==> src/rtl/fbld_pkg.sv <==
// Shared constants, request and state codes, and control structs for the
// frame buffer line drawer. No dependencies.
package fbld_pkg;

  localparam int DISP_WIDTH  = 128;
  localparam int DISP_HEIGHT = 64;
  localparam int PAGE_SHIFT  = 3;
  localparam int FB_PAGES    = DISP_HEIGHT / 8;
  localparam int FB_BYTES    = DISP_WIDTH * FB_PAGES;
  localparam int ADDR_W      = $clog2(FB_BYTES);

  localparam int REQ_W  = 2;
  localparam int X_W    = 7;
  localparam int Y_W    = 6;
  localparam int BI_W   = 10;
  localparam int DATA_W = 8;
  localparam int IDX_W  = 16;
  localparam int ERR_W  = 10;

  typedef enum logic [REQ_W-1:0] {
    REQ_PIXEL = 2'd0,
    REQ_LINE  = 2'd1,
    REQ_FILL  = 2'd2,
    REQ_READ  = 2'd3
  } req_t;

  typedef enum logic [2:0] {
    ST_SWEEP,
    ST_IDLE,
    ST_PIX_RD,
    ST_PIX_WR,
    ST_BYTE_RD,
    ST_DONE
  } state_t;

  typedef struct packed {
    logic load;
    logic step;
  } bres_ctl_t;

  typedef struct packed {
    logic [X_W-1:0] x;
    logic [Y_W-1:0] y;
    logic           last;
  } bres_pos_t;

endpackage

==> src/rtl/fbld_bres.sv <==
// Bresenham step unit: holds the current point and error term, advances one
// point per step strobe. Depends on fbld_pkg.
module fbld_bres (
  input  logic                    clk,
  input  fbld_pkg::bres_ctl_t     ctl,
  input  logic [fbld_pkg::X_W-1:0] x0,
  input  logic [fbld_pkg::Y_W-1:0] y0,
  input  logic [fbld_pkg::X_W-1:0] x1,
  input  logic [fbld_pkg::Y_W-1:0] y1,
  output fbld_pkg::bres_pos_t     pos
);
  import fbld_pkg::*;

  logic [X_W-1:0]          x_r, x_nxt, x1_r, dx_r, dx_ld;
  logic [Y_W-1:0]          y_r, y_nxt, y1_r, dy_r, dy_ld;
  logic                    sx_r, sy_r;
  logic signed [ERR_W-1:0] err_r, err_nxt, err_ld;
  logic signed [ERR_W:0]   e2, dx_s, dy_s, err_sum;
  logic                    go_x, go_y;

  always_comb begin
    dx_ld  = (x1 > x0) ? (x1 - x0) : (x0 - x1);
    dy_ld  = (y1 > y0) ? (y1 - y0) : (y0 - y1);
    err_ld = $signed(ERR_W'(dx_ld)) - $signed(ERR_W'(dy_ld));

    e2   = $signed({err_r, 1'b0});
    dx_s = $signed((ERR_W + 1)'(dx_r));
    dy_s = $signed((ERR_W + 1)'(dy_r));
    go_x = e2 > -dy_s;
    go_y = e2 < dx_s;

    err_sum = $signed({err_r[ERR_W-1], err_r})
            - (go_x ? dy_s : '0)
            + (go_y ? dx_s : '0);
    err_nxt = err_sum[ERR_W-1:0];
    x_nxt   = go_x ? (sx_r ? x_r + 1'b1 : x_r - 1'b1) : x_r;
    y_nxt   = go_y ? (sy_r ? y_r + 1'b1 : y_r - 1'b1) : y_r;
  end

  always_ff @(posedge clk) begin
    if (ctl.load) begin
      x_r   <= x0;
      y_r   <= y0;
      x1_r  <= x1;
      y1_r  <= y1;
      dx_r  <= dx_ld;
      dy_r  <= dy_ld;
      sx_r  <= x0 < x1;
      sy_r  <= y0 < y1;
      err_r <= err_ld;
    end else if (ctl.step) begin
      x_r   <= x_nxt;
      y_r   <= y_nxt;
      err_r <= err_nxt;
    end
  end

  assign pos.x    = x_r;
  assign pos.y    = y_r;
  assign pos.last = (x_r == x1_r) && (y_r == y1_r);

endmodule

==> config.mk <==
export PLATFORM = sky130hd
export DESIGN_NAME = fbld_bres
export DESIGN_NICKNAME = d
export VERILOG_FILES = /design/src/rtl/fbld_pkg.sv /design/src/rtl/fbld_bres.sv
export SDC_FILE = /design/constraint.sdc
export NUM_CORES = 1
export LEC_CHECK = 0
export ABC_AREA = 0
export BUFFER_PORTS_ARGS = -buffer_cell sky130_fd_sc_hd__buf_4
export CAP_MARGIN = 30
export CELL_PAD_IN_SITES_DETAIL_PLACEMENT = 1
export CELL_PAD_IN_SITES_GLOBAL_PLACEMENT = 1
export CORE_UTILIZATION = 51
export DETAILED_ROUTE_END_ITERATION = 6
export PLACE_DENSITY = 0.92
export SLEW_MARGIN = 20
export SYNTH_ARGS = -nofsm -noshare
export SYNTH_HDL_FRONTEND = slang
export SYNTH_SLANG_ARGS = --single-unit
==> constraint.sdc <==
create_clock -name clk -period 10.85 [get_ports clk]
set_input_delay 1.6275 -clock clk [delete_from_list [all_inputs] [get_ports clk]]
set_output_delay 1.6275 -clock clk [all_outputs]
set_load 0.1 [all_outputs]
==> results by group, run 1 <==
Setup path
  – WS Path Type: flip-flop to flip-flop
  – CP Capture Type: flip-flop
  – Start point of the critical path: dy_r[2]$_DFFE_PP_
  – Required time of the critical path: 10.89 ns
  – Crit path max fanout: 7
  – Worst EP arrival: between 5 and 6 ns
  – Startpoint Class: flip-flop
  – Worst R2R Start: dy_r[2]$_DFFE_PP_

Synth
  – Largest family of logic cells by synthesized area: adder cells
  – Net count after synthesis: approximately 620
  – Leading post-synthesis cells by cell area: edfxtp_1 31%, ha_1 18%, inv_1 6.4%
  – Avg Cell Area, Syn: ~9.6 um^2
  – Gate Count Post-Synth: between 500 and 600
  – Top FF cell, synth: edfxtp_1
  – Top-count cell post-synth: inv_1
  – Post-synthesis adder-cell area fraction: 23.2%
  – Post-synthesis mux area share: between 4 and 5%
  – Register area share after synthesis: between 30 and 40%
  – Largest area contributor in the netlist: edfxtp_1
  – Post-Synth Simple-Gate Area: approximately a tenth
  – Unique cell type count in the Yosys netlist: between 50 and 60
  – Post-synthesis xor/xnor area fraction: under 10%
  – EDFF count, synth: 51
  – FF+latch count, synth: 51
  – Asr flop ratio synth: 0%
  – Yosys top cell area share: 31.3%
  – Post-Syn Area: around 5000 um^2
  – Synth Area in Compound Gates: ~15%
  – Ys Warns: 0
  – Commonest cells in the netlist: 83 x inv_1, 70 x ha_1, 51 x edfxtp_1

GRT
  – Total grt overflow: 0
  – Total track usage: ~29%
  – Largest net degree at the start of global routing: 72
  – Vias in the first global route: about 4500
  – Global-route wire length before repair: between 20 and 25 mm
  – Initial antenna violation count: 0

Placed design
  – Placer Congestion: approximately 0.96
  – I/O Buffers: 42
  – Dpl hpwl: between 10 and 15 mm

Pwr
  – Pleak: ~2.5 nW
  – Peak supply drop: between 0.2 and 0.25 mV
  – Pwr Density: just under 300 nW/um^2
  – Final Power: roughly 1.6 mW

Cells and area
  – Number of diodes: 0
  – Layout net count: 664
  – Proportion of layout cells with a drive suffix above 1: 13.2%
  – Area Growth Syn to Fin: 10.4%

Worst hold path
  – Worst Hold Class: flip-flop to flip-flop
  – Hold path start: y_r[0]$_DFFE_PP_

Clocking
  – Total CTS buffers: 5
  – Root buf cell: clkbuf_8
  – CTS sink cnt: 51
  – Post-CTS Setup Bufs: 0
  – Clock-pin slew on the worst setup and hold paths: roughly 0.10 ns
  – Clk_lat worst skew: 0.31 ns
  – Post-cts gate resize count: 0
  – Cts hold-fix bufs: 0
  – TritonCTS clock tree: built
  – Largest buffer count on any clock path: 2
  – H-tree Lvls: 2

Floorplan
  – Core area: ~9300 um^2
  – Cell row count: 35
  – Die X: roughly 100 um
  – Initial Util: 52.7%
  – Die height: about 100 um
  – Die area: between 9000 and 10000 um^2
  – Ports: 43

STA
  – RSZ-0062 raised after global routing: false
  – Final setup fails: 0
  – Worst slew pin tran: between 0.8 and 0.9 ns
  – Final min period: 5.43 ns
  – Max-slew violations: 0
  – Highest clock rate: between 0.15 and 0.2 GHz
  – Clk_skew: 0.00994 ns
  – Setup TNS: 0 ns
  – Fin crit share: roughly half
  – Max-Slew Margin vs Limit: a little under half
  – Final hold vios: 0

Route
  – DRT iter0 DRCs: 225
  – DR vias/cell: a little under 6
  – Wire per inst: 19.6 um
  – Iteration count of the initial detailed-routing pass: 4
  – Drt total wl: roughly 13 mm
  – DRC: 0
  – ANT nets after route: 0
  – Via Count: just under 4000

Status
  – Status: complete, no violations

Job
  – Max cap viols: 0
==> sequential cells by signal, summed over array words and instances (netlist names) <==
| name | count |
|---|---|
| dx_r | 7 |
| dy_r | 6 |
| err_r | 10 |
| sx_r | 1 |
| sy_r | 1 |
| x1_r | 7 |
| x_r | 7 |
| y1_r | 6 |
| y_r | 6 |
==> logic make-up after synthesis <==
family | Yosys count
compound gates | 114
simple gates | 105
buf+inv | 94
fa+ha+maj | 83
flops | 51
xor+xnor | 46
mux | 19
==> placed cells by master (no fill, tap or decap), types with 2 or more instances in the layout <==
cell type   n
edfxtp_1   51
nor2b_1     5
nor3_1      8
a21oi_1    35
nor4_1      3
nand2_1    35
o21ai_2     2
o21ai_0    29
inv_1      83
nor2_1     22
or2_2       2
xor2_1     18
and3_1      5
a211oi_1    8
nand3_1     6
buf_4      43
nand4_1     9
mux2i_1     5
fa_1       13
xnor2_1    28
o21a_1      3
nand2b_1    2
o21bai_1    7
a21o_1     15
and3b_1     2
ha_1       70
o22ai_1     2
nand3b_1    2
clkbuf_8    5
clkbuf_1    2
mux2_2     13
==> worst max-delay path: stages (launching register included) <==
cell,delay [ns]
edfxtp_1,0.52
nor3_1,0.34
nand3_1,0.22
xnor2_1,0.18
ha_1,0.30
nand4_1,0.11
nor2_1,0.07
a21oi_1,0.14
o211ai_1,0.13
xnor2_1,0.57
and3_1,0.31
fa_1,0.44
inv_1,0.12
ha_1,0.25
a211oi_1,0.24
nor2_1,0.13
o31a_1,0.27
o21a_1,0.20
a311o_1,0.36
xor2_1,0.15
o21ai_0,0.09
==> worst paths after layout <==
path                            cells past startpoint  slack [ns]                 end
worst min-delay path                                1        0.76    y_r[0]$_DFFE_PP_
worst max-delay path                               20        5.42  err_r[9]$_DFFE_PP_
worst max register to register                     20        5.42  err_r[9]$_DFFE_PP_
worst min register to register                      1        0.76    y_r[0]$_DFFE_PP_
==> power breakdown <==
group | switching, mW | internal, mW
logic | 0.674 | 0.419
clock network | 0.0687 | 0.0456
registers | 0.0690 | 0.304
==> metal layers <==
metal,track usage (%),wire [um],vias up
met1,33.4,5520,1952
met4,11.1,320,0
met3,4.04,424,33
li1,-,-,1859
met2,53.9,7110,96
met5,0.513,0,-
==> layout make-up <==
type                            count  area, um^2
Tap cell                          129         161
Inverter                           84         315
Timing Repair Buffer               43         323
Multi-Input combinational cell    367        3000
Fill cell                        1096        3870
Sequential cell                    51        1530
Clock buffer                        7        76.3
Clock inverter                      1        5.00
==> stage by stage <==
step | instances | cell area, um^2 | utilization [%] | setup slack (ns) | hold WS, ns
2_1_floorplan | 512 | 4900 | - | 4.74 | 0.732
3_3_place_gp | 674 | 5330 | 57.4 | 5.78 | 0.726
3_5_place_dp | 674 | 5330 | 57.4 | 5.47 | 0.737
4_1_cts | 682 | 5410 | 58.3 | 5.44 | 0.758
5_1_grt | 682 | 5410 | 58.3 | 5.19 | 0.819
6_report | 682 | 5410 | 58.3 | 5.42 | 0.757
(Power assumes the default switching activity.)
==> inputs of run 2 (changes only) <==
- CORE_UTILIZATION: 51 -> 43
- PLACE_DENSITY: 0.92 -> 0.84
- clock period: 10.85 -> 4.4 ns (I/O delays scaled with it)
==> results by group, run 2 (synthesis results as in run 1) <==
Status
  – Status: finished, violations left
  – Failing checks: negative setup slack

Setup path
  – WS Path Type: flip-flop to flip-flop
  – CP max-delay cell: edfxtp_1
  – Startpoint Class: flip-flop
  – Worst reg2reg path depth: 20 (unchanged)
  – Required time of the critical path: 4.43 ns (-6.46 ns)
  – Worst EP arrival: 4.76 ns (-0.71 ns)
  – Levels on crit path: 20 (unchanged)
  – Crit path max fanout: 6 (-1)
  – Max incr delay on CP: 0.50 ns (-0.07 ns)
  – Critical-path cell list: nor2_2 -> nand2_1 -> xnor2_1 -> ha_1 -> a21o_1 -> a21o_1 -> a21oi_2 -> o211ai_1 -> xnor2_2 -> and3_4 -> fa_1 -> inv_2 -> ha_4 -> a211oi_2 -> nor2_2 -> o31a_1 -> o21a_1 -> a311o_1 -> xor2_1 -> o21ai_1
  – CP Buf/Inv Count: 1 (unchanged)
  – CP Capture Type: flip-flop
  – Delay-heaviest family, CP: compound AO/OA/AOI/OAI gates

Pwr
  – Pwr Density: 803 nW/um^2 (+170%)
  – Peak supply drop: 0.554 mV (+150%)
  – Pleak: 2.78 nW (+9.7%)
  – Final Power: 4.82 mW (+200%)

STA
  – Clk_skew: 0.00516 ns (-0.00478 ns)
  – Final worst setup slack: -0.335 ns (-5.75 ns)
  – Highest clock rate: 0.211 GHz (+15%)
  – Final setup fails: 5 (+5)
  – Final hold vios: 0 (unchanged)
  – Worst slew pin tran: 0.785 ns (-0.0278 ns)
  – RSZ-0062 raised after global routing: true
  – Max-slew violations: 0 (unchanged)
  – Final min period: 4.74 ns (-0.699 ns)
  – Max-Slew Margin vs Limit: 47.7% (+1.9 points)
  – Fin crit share: 108% (+58 points)

GRT
  – Initial antenna violation count: 0 (unchanged)
  – Vias in the first global route: 4463 (-1.3%)
  – Global-route wire length before repair: 22.4 mm (about the same)
  – Total grt overflow: 0 (unchanged)
  – Total track usage: 25.0% (-3.9 points)
  – Largest net degree at the start of global routing: 72 (unchanged)

Placed design
  – Placer Congestion: 0.848 (-12%)
  – Pre-CTS WS: -0.348 ns (-5.82 ns)
  – I/O Buffers: 42 (unchanged)
  – Dpl hpwl: 10.6 mm (-1.4%)

Clocking
  – Total CTS buffers: 5 (unchanged)
  – CTS sink cnt: 51 (unchanged)
  – Largest buffer count on any clock path: 2 (unchanged)
  – Clock-pin slew on the worst setup and hold paths: 0.07 ns (-0.03 ns)
  – Cts hold-fix bufs: 0 (unchanged)
  – TritonCTS clock tree: built
  – Clk_lat worst skew: 0.30 ns (about the same)
  – H-tree Lvls: 2 (unchanged)
  – Root buf cell: clkbuf_16

Cells and area
  – Commonest cells after routing, fill and taps aside: 83 x buf_4, 78 x inv_1, 64 x ha_1
  – Proportion of layout cells with a drive suffix above 1: 25.1% (+12 points)
  – Layout net count: 705 (+6.2%)
  – Area Growth Syn to Fin: 22.6%
  – Largest register FFs: 10 (unchanged)
  – Number of diodes: 0 (unchanged)
  – Leading cell type in the layout, fill and taps excluded: buf_4
  – Largest Register: err_r

Worst hold path
  – Worst Hold Class: input pin to flip-flop
  – Hold depth: 1 (unchanged)

Route
  – Iteration count of the initial detailed-routing pass: 5 (+1)
  – Routed wl met3: 311 um (-27%)
  – DR vias/cell: 5.49 (-5.0%)
  – Wire per inst: 18.8 um (-4.3%)
  – ANT nets after route: 0 (unchanged)
  – Metal-1 WL: 5.60 mm (+1.4%)
  – Met2 WL post-DR: 7.48 mm (+5.2%)
  – Drt total wl: 13.8 mm (+2.8%)
  – DRC: 0 (unchanged)
  – DRT iter0 DRCs: 144 (-36%)
  – Top sig layer: met4
  – Via Count: 4024 (+2.1%)

Floorplan
  – Ports: 43 (unchanged)
  – Cell row count: 38 (+8.6%)
  – Die X: 109 um (+8.7%)
  – Core area: 11000 um^2 (+18%)
  – Die height: 109 um (+8.7%)
  – Initial Util: 44.6% (-8.2 points)
  – Die area: 11800 um^2 (+18%)

Job
  – Max cap viols: 0 (unchanged)
## run 2: cell count changes in the layout (fill, tap and decap cells not counted), sizes merged
cell    previous run  this run
bufinv             0         1
clkinv             2         1
clkbuf             7         6
buf               43        84
## run 2: area by class of cell
| type | instances | area [um^2] |
|---|---|---|
| tap | 140 | 175 |
| timing repair buffer | 84 | 634 |
| fill | 1230 | 4980 |
| multi-input combinational | 367 | 3190 |
| sequential | 51 | 1530 |
| clock buffer | 6 | 129 |
| clock inverter | 1 | 30.0 |
| inverter | 84 | 315 |
## run 2: worst register-to-register path, cell delays in order, from the launching register on
cell and delay, ns:
edfxtp_1 0.50, nor2_2 0.19, nand2_1 0.09, xnor2_1 0.13
ha_1 0.28, a21o_1 0.19, a21o_1 0.16, a21oi_2 0.14
o211ai_1 0.15, xnor2_2 0.35, and3_4 0.26, fa_1 0.43
inv_2 0.10, ha_4 0.21, a211oi_2 0.21, nor2_2 0.07
o31a_1 0.26, o21a_1 0.20, a311o_1 0.33, xor2_1 0.14
o21ai_1 0.07
## run 2: final timing paths
check | from | to | slack [ns]
min | x1[0] | x1_r[0]$_DFFE_PP_ | 0.56
min reg2reg | x_r[0]$_DFFE_PP_ | x_r[0]$_DFFE_PP_ | 0.77
max reg2reg | dy_r[2]$_DFFE_PP_ | err_r[9]$_DFFE_PP_ | -0.34
max | dy_r[2]$_DFFE_PP_ | err_r[9]$_DFFE_PP_ | -0.34
## run 2: power breakdown
| part | leakage, nW | internal [mW] | switching [mW] | total (mW) |
|---|---|---|---|---|
| clock | 0.0769 | 0.266 | 0.180 | 0.446 |
| sequential | 0.509 | 0.752 | 0.162 | 0.914 |
| combinational | 2.19 | 1.51 | 1.95 | 3.46 |
| total | 2.78 | 2.52 | 2.29 | 4.82 |
## run 2: through the flow
step                util (%)  TNS (ns)  hold slack (ns)  instance area, um^2  cells
finish                  54.6    -0.952            0.560                 6000    733
global route            54.6     -1.89            0.560                 6000    733
CTS                     53.8    -0.121            0.558                 5910    729
detailed placement      51.0    -0.807            0.786                 5610    717
global placement        51.0    -0.278            0.742                 5610    717
floorplan                  -         0            0.732                 4920    512
## run 2: metal layers
metal  vias to the layer above  global-route usage [%]
met5                         -                       0
met4                         0                    9.27
met3                        24                    2.39
met2                        69                    47.8
met1                      1993                    28.4
li1                       1938                       -
## run 2: what timing repair did
item                                    CTS  global route
setup buffers                             5             4
gates cloned                              0             0
endpoints found under the setup margin    4             6
pin swaps                                18            12
gates resized for setup                  28            14
